File: config.mk
export PLATFORM = sky130hd
export DESIGN_NAME = dda_line_rasterizer_top
export DESIGN_NICKNAME = d
export VERILOG_FILES = /design/src/rtl/dlr_pkg.sv /design/src/rtl/dlr_ctrl.sv /design/src/rtl/dlr_datapath.sv /design/src/rtl/dda_line_rasterizer_top.sv
export SDC_FILE = /design/constraint.sdc
export NUM_CORES = 1
export LEC_CHECK = 0
export BUFFER_PORTS_ARGS = -buffer_cell sky130_fd_sc_hd__buf_2
export CORE_UTILIZATION = 50
export CTS_CLUSTER_DIAMETER = 100
export CTS_CLUSTER_SIZE = 25
export DETAILED_ROUTE_END_ITERATION = 10
export PLACE_DENSITY_LB_ADDON = 0.25
export SLEW_MARGIN = 20
export SYNTH_ARGS = -nofsm -noshare
export SYNTH_HDL_FRONTEND = slang
export SYNTH_SLANG_ARGS = --single-unit
File: constraint.sdc
create_clock -name i_clk -period 13.8 [get_ports i_clk]
set_clock_uncertainty 0.1 [all_clocks]
set_input_delay 0.69 -clock i_clk [delete_from_list [all_inputs] [get_ports i_clk]]
set_output_delay 0.69 -clock i_clk [all_outputs]
set_load 0.03 [all_outputs]
File: src/rtl/dlr_pkg.sv
// Shared types and constants for the DDA line rasterizer.
// No dependencies; every other file in rtl/ imports this package.
package dlr_pkg;

    // Field widths and fixed-point formats.
    localparam int COORD_BITS   = 10;
    localparam int FRAC_BITS    = 16;
    localparam int RGB_BITS     = 24;
    localparam int POS_BITS     = COORD_BITS + 1 + FRAC_BITS;
    localparam int STEP_BITS    = FRAC_BITS + 2;
    localparam int CNT_BITS     = COORD_BITS + 1;
    localparam int DIV_CNT_BITS = $clog2(FRAC_BITS);

    // Half a pixel in the position format.
    localparam logic [POS_BITS-1:0] POS_HALF = POS_BITS'(1) << (FRAC_BITS - 1);

    // Action codes of an input item.
    localparam logic ACT_START = 1'b0;
    localparam logic ACT_NEXT  = 1'b1;

    // Controller states.
    typedef enum logic [0:0] {
        ST_IDLE,
        ST_DIV
    } t_state;

    // Commands from the controller to the datapath.
    typedef struct packed {
        logic start;
        logic next;
        logic div_step;
    } t_dp_cmd;

    // Status from the datapath to the controller.
    typedef struct packed {
        logic out_valid;
        logic div_last;
    } t_dp_stat;

endpackage

File: src/rtl/dlr_ctrl.sv
// Controller state machine of the DDA line rasterizer.
// Depends on dlr_pkg; drives the command struct of dlr_datapath.
module dlr_ctrl
    import dlr_pkg::*;
(
    input  logic     i_clk,
    input  logic     i_rst_n,
    input  logic     i_valid,
    input  logic     i_action,
    input  logic     i_out_ready,
    input  t_dp_stat i_stat,
    output logic     o_in_ready,
    output t_dp_cmd  o_cmd
);

    t_state r_state;
    t_state n_state;
    logic   accept;

    // State register.
    always_ff @(posedge i_clk) begin
        if (!i_rst_n) begin
            r_state <= ST_IDLE;
        end else begin
            r_state <= n_state;
        end
    end

    // Input is taken only when idle and the output register is free or draining.
    assign o_in_ready = (r_state == ST_IDLE) && (!i_stat.out_valid || i_out_ready);
    assign accept     = i_valid && o_in_ready;

    // Next state and datapath commands.
    always_comb begin
        n_state        = r_state;
        o_cmd          = '0;
        unique case (r_state)
            ST_IDLE: begin
                if (accept && (i_action == ACT_START)) begin
                    o_cmd.start = 1'b1;
                    n_state     = ST_DIV;
                end
                if (accept && (i_action == ACT_NEXT)) begin
                    o_cmd.next = 1'b1;
                end
            end
            ST_DIV: begin
                o_cmd.div_step = 1'b1;
                if (i_stat.div_last) begin
                    n_state = ST_IDLE;
                end
            end
            default: begin
                n_state = ST_IDLE;
            end
        endcase
    end

    // The input is closed for the whole division.
    a_no_ready_in_div: assert property (@(posedge i_clk) disable iff (!i_rst_n)
        (r_state == ST_DIV) |-> !o_in_ready)
        else $error("input ready raised during division");

    // A start transfer always launches the divider.
    a_start_to_div: assert property (@(posedge i_clk) disable iff (!i_rst_n)
        (accept && (i_action == ACT_START)) |=> (r_state == ST_DIV))
        else $error("start transfer did not enter division");

    // The last divider step returns to idle.
    a_div_ends: assert property (@(posedge i_clk) disable iff (!i_rst_n)
        ((r_state == ST_DIV) && i_stat.div_last) |=> (r_state == ST_IDLE))
        else $error("division did not end after its last step");

endmodule

File: src/rtl/dlr_datapath.sv
// Datapath of the DDA line rasterizer: setup, step divider, position
// accumulators, color register and output register. Depends on dlr_pkg.
module dlr_datapath
    import dlr_pkg::*;
(
    input  logic                  i_clk,
    input  logic                  i_rst_n,
    input  t_dp_cmd               i_cmd,
    input  logic [COORD_BITS-1:0] i_x_start,
    input  logic [COORD_BITS-1:0] i_y_start,
    input  logic [COORD_BITS-1:0] i_x_end,
    input  logic [COORD_BITS-1:0] i_y_end,
    input  logic                  i_cfg_we,
    input  logic [RGB_BITS-1:0]   i_cfg_data,
    input  logic                  i_out_ready,
    output t_dp_stat              o_stat,
    output logic                  o_valid,
    output logic [COORD_BITS-1:0] o_pixel_x,
    output logic [COORD_BITS-1:0] o_pixel_y,
    output logic [RGB_BITS-1:0]   o_pixel_rgb,
    output logic                  o_last_pixel
);

    // Line state.
    logic signed [POS_BITS-1:0]  r_pos_x, n_pos_x;
    logic signed [POS_BITS-1:0]  r_pos_y, n_pos_y;
    logic signed [STEP_BITS-1:0] r_step_x, n_step_x;
    logic signed [STEP_BITS-1:0] r_step_y, n_step_y;
    logic [CNT_BITS-1:0]         r_left, n_left;
    logic                        r_active, n_active;

    // Divider state.
    logic [COORD_BITS-1:0]   r_len, n_len;
    logic [COORD_BITS-1:0]   r_rem_x, n_rem_x;
    logic [COORD_BITS-1:0]   r_rem_y, n_rem_y;
    logic [FRAC_BITS-1:0]    r_q_x, n_q_x;
    logic [FRAC_BITS-1:0]    r_q_y, n_q_y;
    logic                    r_full_x, n_full_x;
    logic                    r_full_y, n_full_y;
    logic                    r_neg_x, n_neg_x;
    logic                    r_neg_y, n_neg_y;
    logic [DIV_CNT_BITS-1:0] r_div_cnt, n_div_cnt;

    // Color and output register.
    logic [RGB_BITS-1:0]   r_color, n_color;
    logic                  r_o_valid, n_o_valid;
    logic [COORD_BITS-1:0] r_o_x, n_o_x;
    logic [COORD_BITS-1:0] r_o_y, n_o_y;
    logic [RGB_BITS-1:0]   r_o_rgb, n_o_rgb;
    logic                  r_o_last, n_o_last;

    // Setup terms.
    logic [COORD_BITS-1:0] adx, ady, len;
    logic [POS_BITS-1:0]   base_x, base_y;
    // Divider step terms.
    logic [COORD_BITS:0]   dbl_x, dbl_y;
    logic                  bit_x, bit_y;
    logic [FRAC_BITS:0]    mag_x, mag_y;
    // Emit terms.
    logic                  emit;
    logic [POS_BITS-1:0]   adj_x, adj_y;

    // Line setup: absolute differences, length and start positions.
    always_comb begin
        adx    = (i_x_start > i_x_end) ? (i_x_start - i_x_end) : (i_x_end - i_x_start);
        ady    = (i_y_start > i_y_end) ? (i_y_start - i_y_end) : (i_y_end - i_y_start);
        len    = (adx > ady) ? adx : ady;
        base_x = {1'b0, i_x_start, {FRAC_BITS{1'b0}}};
        base_y = {1'b0, i_y_start, {FRAC_BITS{1'b0}}};
    end

    // One restoring-division step per axis; the remainder stays at or below the length.
    always_comb begin
        dbl_x = {r_rem_x, 1'b0};
        dbl_y = {r_rem_y, 1'b0};
        bit_x = (dbl_x >= {1'b0, r_len});
        bit_y = (dbl_y >= {1'b0, r_len});
    end

    // Truncation toward zero: a negative position is rounded up before the shift.
    always_comb begin
        adj_x = r_pos_x + (r_pos_x[POS_BITS-1] ? POS_BITS'((1 << FRAC_BITS) - 1) : '0);
        adj_y = r_pos_y + (r_pos_y[POS_BITS-1] ? POS_BITS'((1 << FRAC_BITS) - 1) : '0);
        emit  = i_cmd.next && r_active && (r_left != '0);
    end

    // Next-state logic of the whole datapath.
    always_comb begin
        n_pos_x   = r_pos_x;
        n_pos_y   = r_pos_y;
        n_step_x  = r_step_x;
        n_step_y  = r_step_y;
        n_left    = r_left;
        n_active  = r_active;
        n_len     = r_len;
        n_rem_x   = r_rem_x;
        n_rem_y   = r_rem_y;
        n_q_x     = r_q_x;
        n_q_y     = r_q_y;
        n_full_x  = r_full_x;
        n_full_y  = r_full_y;
        n_neg_x   = r_neg_x;
        n_neg_y   = r_neg_y;
        n_div_cnt = r_div_cnt;
        n_color   = i_cfg_we ? i_cfg_data : r_color;
        n_o_x     = r_o_x;
        n_o_y     = r_o_y;
        n_o_rgb   = r_o_rgb;
        n_o_last  = r_o_last;
        n_o_valid = (r_o_valid && i_out_ready) ? 1'b0 : r_o_valid;
        mag_x     = '0;
        mag_y     = '0;

        // Start: load the divider and the offset start positions.
        if (i_cmd.start) begin
            n_len     = len;
            n_rem_x   = adx;
            n_rem_y   = ady;
            n_q_x     = '0;
            n_q_y     = '0;
            n_full_x  = (adx == len) && (len != '0);
            n_full_y  = (ady == len) && (len != '0);
            n_neg_x   = (i_x_end < i_x_start);
            n_neg_y   = (i_y_end < i_y_start);
            n_div_cnt = '0;
            if (i_x_end > i_x_start) begin
                n_pos_x = base_x + POS_HALF;
            end else if (i_x_end < i_x_start) begin
                n_pos_x = base_x - POS_HALF;
            end else begin
                n_pos_x = base_x;
            end
            if (i_y_end > i_y_start) begin
                n_pos_y = base_y + POS_HALF;
            end else if (i_y_end < i_y_start) begin
                n_pos_y = base_y - POS_HALF;
            end else begin
                n_pos_y = base_y;
            end
            n_left   = {1'b0, len} + CNT_BITS'(1);
            n_active = 1'b1;
        end

        // Division: one quotient bit per axis per cycle; steps land on the last one.
        if (i_cmd.div_step) begin
            n_rem_x   = bit_x ? COORD_BITS'(dbl_x - {1'b0, r_len}) : dbl_x[COORD_BITS-1:0];
            n_rem_y   = bit_y ? COORD_BITS'(dbl_y - {1'b0, r_len}) : dbl_y[COORD_BITS-1:0];
            n_q_x     = {r_q_x[FRAC_BITS-2:0], bit_x};
            n_q_y     = {r_q_y[FRAC_BITS-2:0], bit_y};
            n_div_cnt = r_div_cnt + DIV_CNT_BITS'(1);
            mag_x     = r_full_x ? (FRAC_BITS+1)'(1) << FRAC_BITS
                                 : (r_len == '0) ? '0 : {1'b0, n_q_x};
            mag_y     = r_full_y ? (FRAC_BITS+1)'(1) << FRAC_BITS
                                 : (r_len == '0) ? '0 : {1'b0, n_q_y};
            if (o_stat.div_last) begin
                n_step_x = r_neg_x ? -$signed({1'b0, mag_x}) : $signed({1'b0, mag_x});
                n_step_y = r_neg_y ? -$signed({1'b0, mag_y}) : $signed({1'b0, mag_y});
            end
        end

        // Next pixel: register the output and advance the accumulators.
        if (i_cmd.next) begin
            if (emit) begin
                n_o_valid = 1'b1;
                n_o_x     = adj_x[FRAC_BITS +: COORD_BITS];
                n_o_y     = adj_y[FRAC_BITS +: COORD_BITS];
                n_o_rgb   = r_color;
                n_o_last  = (r_left == CNT_BITS'(1));
                n_left    = r_left - CNT_BITS'(1);
                n_active  = (r_left != CNT_BITS'(1));
                n_pos_x   = r_pos_x + {{(POS_BITS-STEP_BITS){r_step_x[STEP_BITS-1]}}, r_step_x};
                n_pos_y   = r_pos_y + {{(POS_BITS-STEP_BITS){r_step_y[STEP_BITS-1]}}, r_step_y};
            end else begin
                n_active = 1'b0;
            end
        end
    end

    // Control and line state registers.
    always_ff @(posedge i_clk) begin
        if (!i_rst_n) begin
            r_pos_x   <= '0;
            r_pos_y   <= '0;
            r_step_x  <= '0;
            r_step_y  <= '0;
            r_left    <= '0;
            r_active  <= 1'b0;
            r_div_cnt <= '0;
            r_color   <= '0;
            r_o_valid <= 1'b0;
        end else begin
            r_pos_x   <= n_pos_x;
            r_pos_y   <= n_pos_y;
            r_step_x  <= n_step_x;
            r_step_y  <= n_step_y;
            r_left    <= n_left;
            r_active  <= n_active;
            r_div_cnt <= n_div_cnt;
            r_color   <= n_color;
            r_o_valid <= n_o_valid;
        end
    end

    // Divider and output payload registers.
    always_ff @(posedge i_clk) begin
        r_len    <= n_len;
        r_rem_x  <= n_rem_x;
        r_rem_y  <= n_rem_y;
        r_q_x    <= n_q_x;
        r_q_y    <= n_q_y;
        r_full_x <= n_full_x;
        r_full_y <= n_full_y;
        r_neg_x  <= n_neg_x;
        r_neg_y  <= n_neg_y;
        r_o_x    <= n_o_x;
        r_o_y    <= n_o_y;
        r_o_rgb  <= n_o_rgb;
        r_o_last <= n_o_last;
    end

    assign o_stat.out_valid = r_o_valid;
    assign o_stat.div_last  = (r_div_cnt == DIV_CNT_BITS'(FRAC_BITS - 1));
    assign o_valid          = r_o_valid;
    assign o_pixel_x        = r_o_x;
    assign o_pixel_y        = r_o_y;
    assign o_pixel_rgb      = r_o_rgb;
    assign o_last_pixel     = r_o_last;

    // The final pixel closes the line and is flagged.
    a_last_closes: assert property (@(posedge i_clk) disable iff (!i_rst_n)
        (emit && (r_left == CNT_BITS'(1))) |=> (!r_active && r_o_last && r_o_valid))
        else $error("final pixel did not close the line");

    // A next request with no active line produces no pixel.
    a_idle_next: assert property (@(posedge i_clk) disable iff (!i_rst_n)
        (i_cmd.next && !r_active && !r_o_valid) |=> !r_o_valid)
        else $error("pixel produced with no active line");

endmodule

File: src/rtl/dda_line_rasterizer_top.sv
// Top level of the DDA line rasterizer: joins the controller and datapath.
// Depends on dlr_pkg, dlr_ctrl and dlr_datapath.
//
//  Channel   Handshake             Payload
//  input     i_valid / o_ready     i_action, i_x_start, i_y_start, i_x_end, i_y_end
//  output    o_valid / i_ready     o_pixel_x, o_pixel_y, o_pixel_rgb, o_last_pixel
//  config    i_cfg_we              i_cfg_data (pixel color)
//
// A next-pixel transfer puts its pixel in the output register, where it sits;
// the next transfer is taken in the same cycle that the pixel leaves.
// A start transfer launches the step divider, which makes one quotient bit per
// cycle for both axes; input ready stays low meanwhile.
// Reset is synchronous and active low and clears all line and color state.
// A stalled output holds input ready low until the pixel is taken.
module dda_line_rasterizer_top
    import dlr_pkg::*;
(
    input  logic                  i_clk,
    input  logic                  i_rst_n,
    input  logic                  i_valid,
    output logic                  o_ready,
    input  logic                  i_action,
    input  logic [COORD_BITS-1:0] i_x_start,
    input  logic [COORD_BITS-1:0] i_y_start,
    input  logic [COORD_BITS-1:0] i_x_end,
    input  logic [COORD_BITS-1:0] i_y_end,
    output logic                  o_valid,
    input  logic                  i_ready,
    output logic [COORD_BITS-1:0] o_pixel_x,
    output logic [COORD_BITS-1:0] o_pixel_y,
    output logic [RGB_BITS-1:0]   o_pixel_rgb,
    output logic                  o_last_pixel,
    input  logic                  i_cfg_we,
    input  logic [RGB_BITS-1:0]   i_cfg_data
);

    t_dp_cmd  cmd;
    t_dp_stat stat;

    // Sequencer.
    dlr_ctrl u_ctrl (
        .i_clk       (i_clk),
        .i_rst_n     (i_rst_n),
        .i_valid     (i_valid),
        .i_action    (i_action),
        .i_out_ready (i_ready),
        .i_stat      (stat),
        .o_in_ready  (o_ready),
        .o_cmd       (cmd)
    );

    // Arithmetic and storage.
    dlr_datapath u_datapath (
        .i_clk        (i_clk),
        .i_rst_n      (i_rst_n),
        .i_cmd        (cmd),
        .i_x_start    (i_x_start),
        .i_y_start    (i_y_start),
        .i_x_end      (i_x_end),
        .i_y_end      (i_y_end),
        .i_cfg_we     (i_cfg_we),
        .i_cfg_data   (i_cfg_data),
        .i_out_ready  (i_ready),
        .o_stat       (stat),
        .o_valid      (o_valid),
        .o_pixel_x    (o_pixel_x),
        .o_pixel_y    (o_pixel_y),
        .o_pixel_rgb  (o_pixel_rgb),
        .o_last_pixel (o_last_pixel)
    );

endmodule
Word-level counts from Yosys, hierarchy flattened
Index checks and enable logic that the tools add are counted.

word-level totals
  register bits after elaboration = 241
  input bits = 70
  output and inout port bits = 47
  logic and storage cells = 123

operators by class
  $add $sub $neg = 19
  order comparisons = 9
  equality and inequality tests = 5
  muxes and demuxes = 47
  bitwise gates (word level) = 2
  reduce and logical (&&, ||, !) cells = 18

operators with widths
  kind                      number
  $mux W27                  10
  $mux W10                  9
  $mux W16                  4
  $sub A10 B10 Y10          6
  $add A26 B16 Y27 const B  2
  $add A27 B27 Y27          2
  $sub A26 B16 Y27 const B  2
  $add A26 B26 Y26          2
  $gt A10 B10 Y1            5
  $mux W15                  3
  $mux W18                  2
  $neg A17 Y18              2
  $mux W17                  2
  $mux W11                  3
  $ge A11 B10 Y1            2
  $eq A10 B10 Y1            2
  $lt A10 B10 Y1            2
  $add A10 B1 Y11 const B   1
  $eq A11 B1 Y1 const B     1
  $ne A11 B1 Y1 const B     1
  $reduce_bool A11 Y1       1
  $sub A11 B1 Y11 const B   1
  $logic_not A10 Y1         1
  $mux W1                   10
  other kinds (12)          24

Depth between registers and ports, before layout
Gate-level depths: netlist (run 1).

  depth after elaboration = 11
  depth in mapped cells = 28
  depth with buffers taken out = 26

By module
Synthesis (run 1) repeated with hierarchy kept, for this count alone.

unflattened totals
  cells, all modules = 1977
  area total of the unflattened synthesis = 17474.3 sq um

by module, submodules not included
  module        instances  cells an instance  area an instance (sq um)  seq. area each (sq um)
  dlr_datapath  1          1967               17382.9                   5895.7
  dlr_ctrl      1          10                 91.3                      20.0

Least setup slack after synthesis (run 1)
OpenSTA, ideal clock, no wires.

  kind = in2reg
  start = in i_y_start[0]
  end = reg u_datapath.r_left[6]
  setup time = 0.122 ns
  data arrival time = 5.613 ns
  data required time = 13.578 ns
  slack = 7.965 ns
  stages on the path = 26
  path buffers = 2
  cells stage by stage = inv_1 ha_1 inv_1 fa_1 a21oi_1 o22ai_1 nor3_2 nor2_2 buf_4 o311ai_0 o211ai_1 xor2_1 inv_1 ha_1 a21oi_1 o21ai_0 a311o_1 o221ai_2 buf_2 nor2_1 a21oi_1 ha_1 nand3_1 mux2i_1 nand2_1 a221o_1

between the ends
  longest elaborated chain between the ends = 8
  elaborated cells between the ends (all ways) = 10
  those cells by class = add/sub: 3; order compare: 2; mux: 5

RTL lines
  what                                                line                           RTL
  start, declared                                     dda_line_rasterizer_top.sv:24  input logic [COORD_BITS-1:0] i_y_start,
  $sub A10 B10 Y10 or $gt A10 B10 Y1 (tied branches)  dlr_datapath.sv:66             ady = (i_y_start > i_y_end) ? (i_y_start - i_y_end) : (i_y_end - i_y_start);
  $mux W10 *                                          dlr_datapath.sv:66
  $gt A10 B10 Y1                                      dlr_datapath.sv:67             len = (adx > ady) ? adx : ady;
  $mux W10 *                                          dlr_datapath.sv:67
  via u_datapath.len[1]                               dlr_datapath.sv:53             logic [COORD_BITS-1:0] adx, ady, len;
  $add A10 B1 Y11 *                                   dlr_datapath.sv:140            n_left = {1'b0, len} + CNT_BITS'(1);
  $mux W11 *                                          dlr_datapath.sv:115            if (i_cmd.start) begin
  $mux W11                                            dlr_datapath.sv:163            if (emit) begin
  $mux W11 *                                          dlr_datapath.sv:162            if (i_cmd.next) begin
  end signal, assigned                                dlr_datapath.sv:196            r_left <= n_left;
  end, declared                                       dlr_datapath.sv:29             logic [CNT_BITS-1:0] r_left, n_left;

Mark *: on every way through the listed nets, which the timed path passes. The rest lies on a longest branch.
A chain may end at the register's enable or synchronous reset.

Worst setup path after layout (run 1)
Ends and elaborated chain as after synthesis.

==> results of run 1 <==
-- kinds of logic after synthesis --
group	share of synthesized area [%]
simple gates	17.0
flops	35.3
mux	3.48
fa+ha+maj	13.0
buf+inv	4.47
xor+xnor	7.10
compound gates	19.7
-- flip-flops by register name (all words and copies together), names as in the netlist, 11 cells and up --
name                    count
u_datapath.r_color         24
u_datapath.o_pixel_rgb     24
u_datapath.r_step_y        18
u_datapath.r_pos_y         27
u_datapath.r_step_x        18
u_datapath.r_q_y           15
u_datapath.r_left          11
u_datapath.r_q_x           15
u_datapath.r_pos_x         27
-- routing by layer --
| metal | wire length [microns] | up-vias | part of all wire (%) | global-route usage, % |
|---|---|---|---|---|
| li1 | - | 6984 | - | - |
| met2 | 20500 | 340 | 48 | 42.6 |
| met4 | 1040 | 0 | 2.4 | 6.71 |
| met1 | 19300 | 6634 | 45 | 33.1 |
| met3 | 1780 | 58 | 4.2 | 2.10 |
| met5 | 0 | - | 0 | 0 |
-- through the flow --
stage | hold WS, ps | std cells | cell area [sq um] | util [%]
after global routing | 317 | 2410 | 18200 | 55.4
after global placement | 308 | 2386 | 17700 | 54.0
after detailed placement | 317 | 2386 | 17700 | 54.0
after floorplan | 308 | 1889 | 16800 | -
final | 333 | 2410 | 18200 | 55.4
after CTS | 321 | 2410 | 18200 | 55.4
-- layout by cell type (no fill, tap or decap), types with 7 or more instances in the layout --
cell type / instances
nand2_1: 138
or2_2: 7
nand4_1: 26
o21ai_0: 95
buf_2: 116
mux2i_1: 47
fa_1: 8
nor2b_1: 17
inv_1: 108
mux2_2: 8
nand3_1: 62
o21bai_1: 7
nor4_1: 16
nor3_1: 41
and3_1: 17
and2_1: 39
clkbuf_16: 15
o21a_1: 21
a31oi_1: 15
a211oi_1: 28
edfxtp_1: 109
o22ai_1: 13
o211ai_1: 13
ha_1: 161
nor2_1: 164
xor2_1: 48
xnor2_1: 88
a211o_1: 8
o31ai_1: 10
nand2b_1: 18
o2111ai_1: 8
a21o_1: 49
a21oi_1: 168
buf_4: 16
dfxtp_1: 131
a21boi_0: 7
or3_1: 17
-- synth_stat cells (all sizes together), types with 7 or more instances --
master   count
a21oi      173
nor2       166
ha         161
nand2      140
dfxtp      132
inv        110
edfxtp     109
o21ai       98
xnor2       88
nand3       62
clkbuf      59
a21o        49
mux2i       48
xor2        48
nor3        42
and2        39
a211oi      30
nand4       26
o21a        21
buf         19
nand2b      18
nor4        18
and3        17
nor2b       17
or3         17
a31oi       16
o211ai      13
o22ai       13
o31ai       13
a211o        9
fa           8
mux2         8
o2111ai      8
or2          8
a21boi       7
o21bai       7
-- power breakdown --
| part | total (mW) | internal [mW] | switching (mW) |
|---|---|---|---|
| logic | 0.768 | 0.282 | 0.486 |
| registers | 0.852 | 0.811 | 0.0405 |
| clock network | 0.465 | 0.212 | 0.253 |
-- layout make-up --
| type | instances | area, sq um |
|---|---|---|
| inverter | 112 | 425 |
| timing repair buffer | 133 | 712 |
| sequential | 241 | 5920 |
| clock inverter | 4 | 43.8 |
| tap | 442 | 553 |
| clock buffer | 20 | 404 |
| fill | 3047 | 14600 |
| multi-input combinational | 1458 | 10100 |
-- path summary, 6_finish.rpt --
kind	startpoint	endpoint	slack (ps)	depth (start not counted)
setup / recovery	i_y_start[0]	u_datapath.r_left[6]	7550	26
hold / removal	u_datapath.r_color[18]	u_datapath.o_pixel_rgb[18]	330	0
setup reg to reg	u_datapath.r_len[1]	u_datapath.r_step_x[4]	9000	17
hold reg to reg	u_datapath.r_color[18]	u_datapath.o_pixel_rgb[18]	330	0
==> results.md, run 1 <==
- The largest single stage delay on the critical path is 560 ps.
- The smallest setup slack after layout is 7550 ps.
- The final estimated routing congestion in global placement is 0.947.
- In this run the remaining antenna-violating nets after routing total 0.
- For the worst setup path, the data arrival time is 6530 ps.
- The die covers 34300 sq um.
- Setup violations remaining at the end of the flow were counted as 0.
- The number of warnings reported in the yosys synthesis log is 0.
- Averaged over all synthesized cells, the footprint is 8.88 sq um.
- The worst slew margin relative to its limit is 27.6%.
- In the synthesized netlist, the number of instances is 1889.
- In the routed design, unresolved DRC markers number 0.
- After synthesis the netlist holds a flip-flop and latch count of 241.
- The cell taking the most area after synthesis is edfxtp_1.
- The category of the most critical setup path is input port to register.
- The final number of hold-violating endpoints came to 0.
- The detailed placer's ending HPWL is 31.5 mm.
- Entering global routing, the biggest net connects 100 pins.
- Dividing total power by cell area gives a power density of 115 nW/um^2.
- Detailed routing inserted a total of 14000 vias.
- In the routed layout, each cell is associated on average with a via count of 5.82.
- The fraction of layout instances using a drive strength above 1 is 10.3%.
- The first global-routing pass estimated 68.1 mm of wire.
- The worst slack at placement is 7110 ps.
- Clock-pin slew was measured on the worst setup and hold paths at 100 ps.
- Counting I/O delays and the setup requirement, the final critical path takes 6250 ps.
- Setup repair after global routing left no endpoint under its margin.
- The initial antenna violation count is 0.
- CTS saw 241 sinks.
- The number of violations of the max-capacitance limit is 0.
- After detailed routing, the average wire length per cell comes to 17.7 microns.
- Of all flip-flops after synthesis, the portion carrying an async set or reset was 0%.
- At the later pin of the worst-skew pair, clock insertion delay measures 500 ps.
- In this run, post-CTS hold repair placed 0 buffers.
- For the pin with the worst max-slew slack, the measured transition is 1080 ps.
- Counting every net in the synthesized netlist gives 2128.
- The initial utilization of the core area, before any placement, comes to 51.2%.
- Summing internal, switching and leakage power gives 2.08 mW.
- Setup total negative slack on the finished layout was measured at 0 ps.
- The first-pass detailed-route iteration total is 5.
- Buffers inserted during clock tree synthesis total 14.
- The leakage power summed over all cells is 7.85 nW.
- The number of global-route vias before repair is 13200.
- Relative to the synthesized area, the layout overhead comes to 8.33%.
- The final cycle utilization of the critical path is 45.3%.
- The total track usage is 24.7%.
- Post-CTS repair changed the size of 0 cells.
- Post-CTS timing repair inserted 0 buffers for setup.
- STA puts the critical path data required time at 14080 ps.
- The number of enable-type register cells in the synthesized netlist is 109.
- The floorplan step set the die height to 185 microns.
- The maximum clock frequency is 160 MHz.
- The highest ir drop seen on vdd is 0.0723 mV.
- The most common flop cell mapped by yosys is dfxtp_1.
- The port buffer count is 116.
- The number of ports placed on the die boundary is 117.
- The element type at the critical path start is an input port.
- The number of diodes is 0.
- Together, buffers and inverters on the worst path number 5.
- The number of max-slew violations in the final report is 0.
- The area of the mapped netlist is 16800 sq um.
- The area of the placeable core is 32800 sq um.
- The first routing iteration left 1017 violations.
- After detailed routing, the total wire length is 42.7 mm.
- The run finished with clean final reports.
- In this run the number of H-tree levels came out at 1.
- The share of the synthesized area in the top cell type is 19.5%.
- Grouping stages by cell kind, the critical path spends the most delay in compound AO/OA/AOI/OAI gates.
- For this design, the slowest cell found on the critical path is o311ai_0.
- The worst setup path is captured at a register.
- The die is 185 microns wide.
- The net count of the finished layout is 2199.
- The floorplan row count is 66.
- Ranked by total cell area, the synthesized netlist is headed by edfxtp_1 (20%), dfxtp_1 (16%), ha_1 (12%), a21oi_1 (5.0%), xnor2_1 (4.6%).
- The peak fanout along the critical path is 21.
- The distinct cell type count of the synthesized netlist is 84.
- The min-delay analysis places its worst path in the category register to register.
- TritonCTS built the clock tree.
- The clock root buffer master is clkbuf_16.
- The final global-route overflow total is 0.
- The clock passes through at most 3 buffers.
- After synthesis, flip-flops and latches occupy 35.3% of the total area.
(Power assumes the default switching activity.)
==> run 2: changes to the inputs <==
==> constraint.sdc (replaced) <==
create_clock -name i_clk -period 5.7 [get_ports i_clk]
set_clock_uncertainty 0.1 [all_clocks]
set_input_delay 0.285 -clock i_clk [delete_from_list [all_inputs] [get_ports i_clk]]
set_output_delay 0.285 -clock i_clk [all_outputs]
set_load 0.03 [all_outputs]
==> results.md, run 2 (synthesis gave the netlist of run 1 again) <==
- The flow ran to the end, and the final reports show no timing, DRC or antenna violations.
- The overall die height is 185 microns (unchanged).
- The worst slew margin relative to its limit is 38.6% (+11 points).
- The setup path with the least slack is of type input port to register.
- The clock tree from TritonCTS is done.
- Compared with the post-synthesis result, the final layout area differs by 11.4%.
- The overall die width was 185 microns (unchanged).
- The final-stage net count is 2254 (+2.5%).
- The net switching component of the power is 1.89 mW (+140%).
- The sequential share of power is 39.5% (-1.4 points).
- The total vias in the final route was 14200 (+1.5%).
- The leakage power summed over all cells was 8.11 nW (+3.4%).
- The initial cell density of the core is 51.2% (unchanged).
- The fraction of power consumed by the clock network was 22.6% (+0.3 points).
- The initial DRC count is 910 (-11%).
- Setup repair after global routing left no endpoint under its margin.
- The placed standard-cell area is 17900 sq um (+1.3%).
- The first-pass detailed-route iteration total is 5 (unchanged).
- The area of the placeable core was 32800 sq um (unchanged).
- The maximum clock frequency is 196 MHz.
- The number of cells after detailed placement came to 2416 (+1.3%).
- The floorplan row count came to 66 (unchanged).
- The proportion of power drawn by combinational gates is 37.9% (+1.1 points).
- The actual transition at the worst max-transition pin is 917 ps (-162 ps).
- The final number of hold-violating endpoints is 0 (unchanged).
- The die footprint is 34300 sq um (unchanged).
- The required time reported for the critical path endpoint is 5990 ps (-8090 ps).
- The number of buffers between clock root and the deepest sink is 3 (unchanged).
- The total setup buffers inserted after CTS was 0 (unchanged).
- The number of ports placed on the die boundary is 117 (unchanged).
- The setup total negative slack is 0 ps (unchanged).
- The element type at the critical path start is an input port.
- The wire length of the first global-routing pass is 70.0 mm (+2.7%).
- The initial antenna violation count is 0 (unchanged).
- The arrival time reported for the critical path endpoint is 5390 ps (-1140 ps).
- The via density per instance was 5.77 (-0.72%).
- The number of levels the H-tree was split into is 1 (unchanged).
- The count of instances resized after the clock tree is built was 0 (unchanged).
- The min-delay analysis places its worst path in the category input port to register.
- The peak fanout along the critical path is 10 (-52%).
- The TritonCTS buffer count came to 14 (unchanged).
- The largest net degree at the start of global routing was 100 (unchanged).
- The final global-route overflow total is 0 (unchanged).
- The total track usage is 25.4% (+0.67 points).
- The top cell types in the final layout, fill and taps aside, are a21oi_1 (168), nor2_1 (164), ha_1 (161).
- The worst setup slack for register-to-register paths is 1380 ps (-7620 ps).
- The remaining design rule violation count came to 0 (unchanged).
- The clock-pin slew reported for the worst setup and hold paths after clock tree synthesis is 100 ps (about the same).
- The highest cell delay on the worst timing path was 460 ps (-100 ps).
- The power density of the placed cells came to 279 nW/um^2 (+140%).
- The insertion delay of the later-clocked pin in the worst-skew pair was 500 ps (about the same).
- The internal power consumption is 3.33 mW (+160%).
- The count of buffering cells on the critical path with inverters included was 5 (unchanged).
- The routed wire length is 43.2 mm (+1.3%).
- The detailed placer's ending HPWL was 31.6 mm (+0.50%).
- The number of max-slew violations in the final report was 0 (unchanged).
- The number of clock sinks seen by CTS is 241 (unchanged).
- The end-of-flow core utilization came to 57.0% (+1.6 points).
- The cell area after layout is 18700 sq um (+2.8%).
- The type of element capturing the critical path is a register.
- For the finished layout, the period the worst path requires is 5100 ps.
- The post-cts hold buffer count is 25 (+25).
- The number of global-route vias before repair is 13700 (+4.1%).
- The setup violation total in the final timing report is 0 (unchanged).
- The count of antenna-violating nets left after detailed routing is 0 (unchanged).
- The number of violations of the max-capacitance limit came to 0 (unchanged).
- The net switching fraction of the power is 36.2% (-1.2 points).
- The sum of internal, switching and leakage power was 5.22 mW (+150%).
- The library cell used most frequently in the layout, excluding fill and tap cells, is a21oi_1.
- The highest ir drop seen on vdd came to 0.171 mV (+140%).
- The final cycle utilization of the critical path is 89.5%.
- The number of diodes is 0 (unchanged).
- The root buffer cell chosen for the clock tree is clkbuf_16.
- The fraction of layout instances using a drive strength above 1 is 11.5% (+1.2 points).
- The largest registers in the layout are u_datapath.r_pos_x: 27 flops, u_datapath.r_pos_y: 27 flops.
- The final estimated routing congestion in global placement is 0.911 (-3.7%).
- The final instance count without filler cells is 2465 (+2.3%).
- The final routed wire length divided by cell count was 17.5 microns (-0.99%).
- The slowest stage of the critical path is the o311ai_0 cell.
- In this design, the largest share of critical-path delay is due to compound AO/OA/AOI/OAI gates.
- The port buffer count came to 116 (unchanged).
run 2: worst min-delay path: cells and delay by family:
family	cells	cell delay, ps
buf+inv	1	100
compound gates	2	180
simple gates	1	70
run 2: final timing paths:
check | endpoint | startpoint | cells after the start
max | u_datapath.r_left[6] | i_y_start[0] | 26
min | u_datapath.r_pos_x[26] | i_x_start[9] | 4
max reg2reg | u_datapath.r_step_x[4] | u_datapath.r_len[1] | 17
min reg2reg | u_datapath.o_pixel_rgb[17] | u_datapath.r_color[17] | 0
run 2: layout make-up:
type	instances	area, sq um
clock buffer	21	419
clock inverter	3	62.6
fill	2986	14100
inverter	112	425
multi-input combinational	1458	10100
sequential	241	5920
tap	442	553
timing repair buffer	188	1190
run 2: stage by stage:
stage	hold slack (ps)	worst slack, ps
detailed placement	317	137
CTS	68.1	676
finish	79.3	601
global placement	309	296
floorplan	308	270
global route	113	135
run 2: power groups by stage:
stage / logic [mW] / clock network [mW] / registers (mW)
floorplan: 1.37 / 0 / 2.08
global placement: 1.91 / 0 / 2.09
detailed placement: 1.94 / 0 / 2.10
CTS: 1.96 / 1.21 / 2.06
global route: 2.18 / 1.27 / 2.08
finish: 1.98 / 1.18 / 2.06
run 2: layer usage:
layer	vias up	wire length (microns)	track usage, %
li1	7091	-	-
met1	6739	19700	34.2
met2	338	20600	43.2
met3	65	2000	2.30
met4	0	1000	7.24
met5	-	0	0
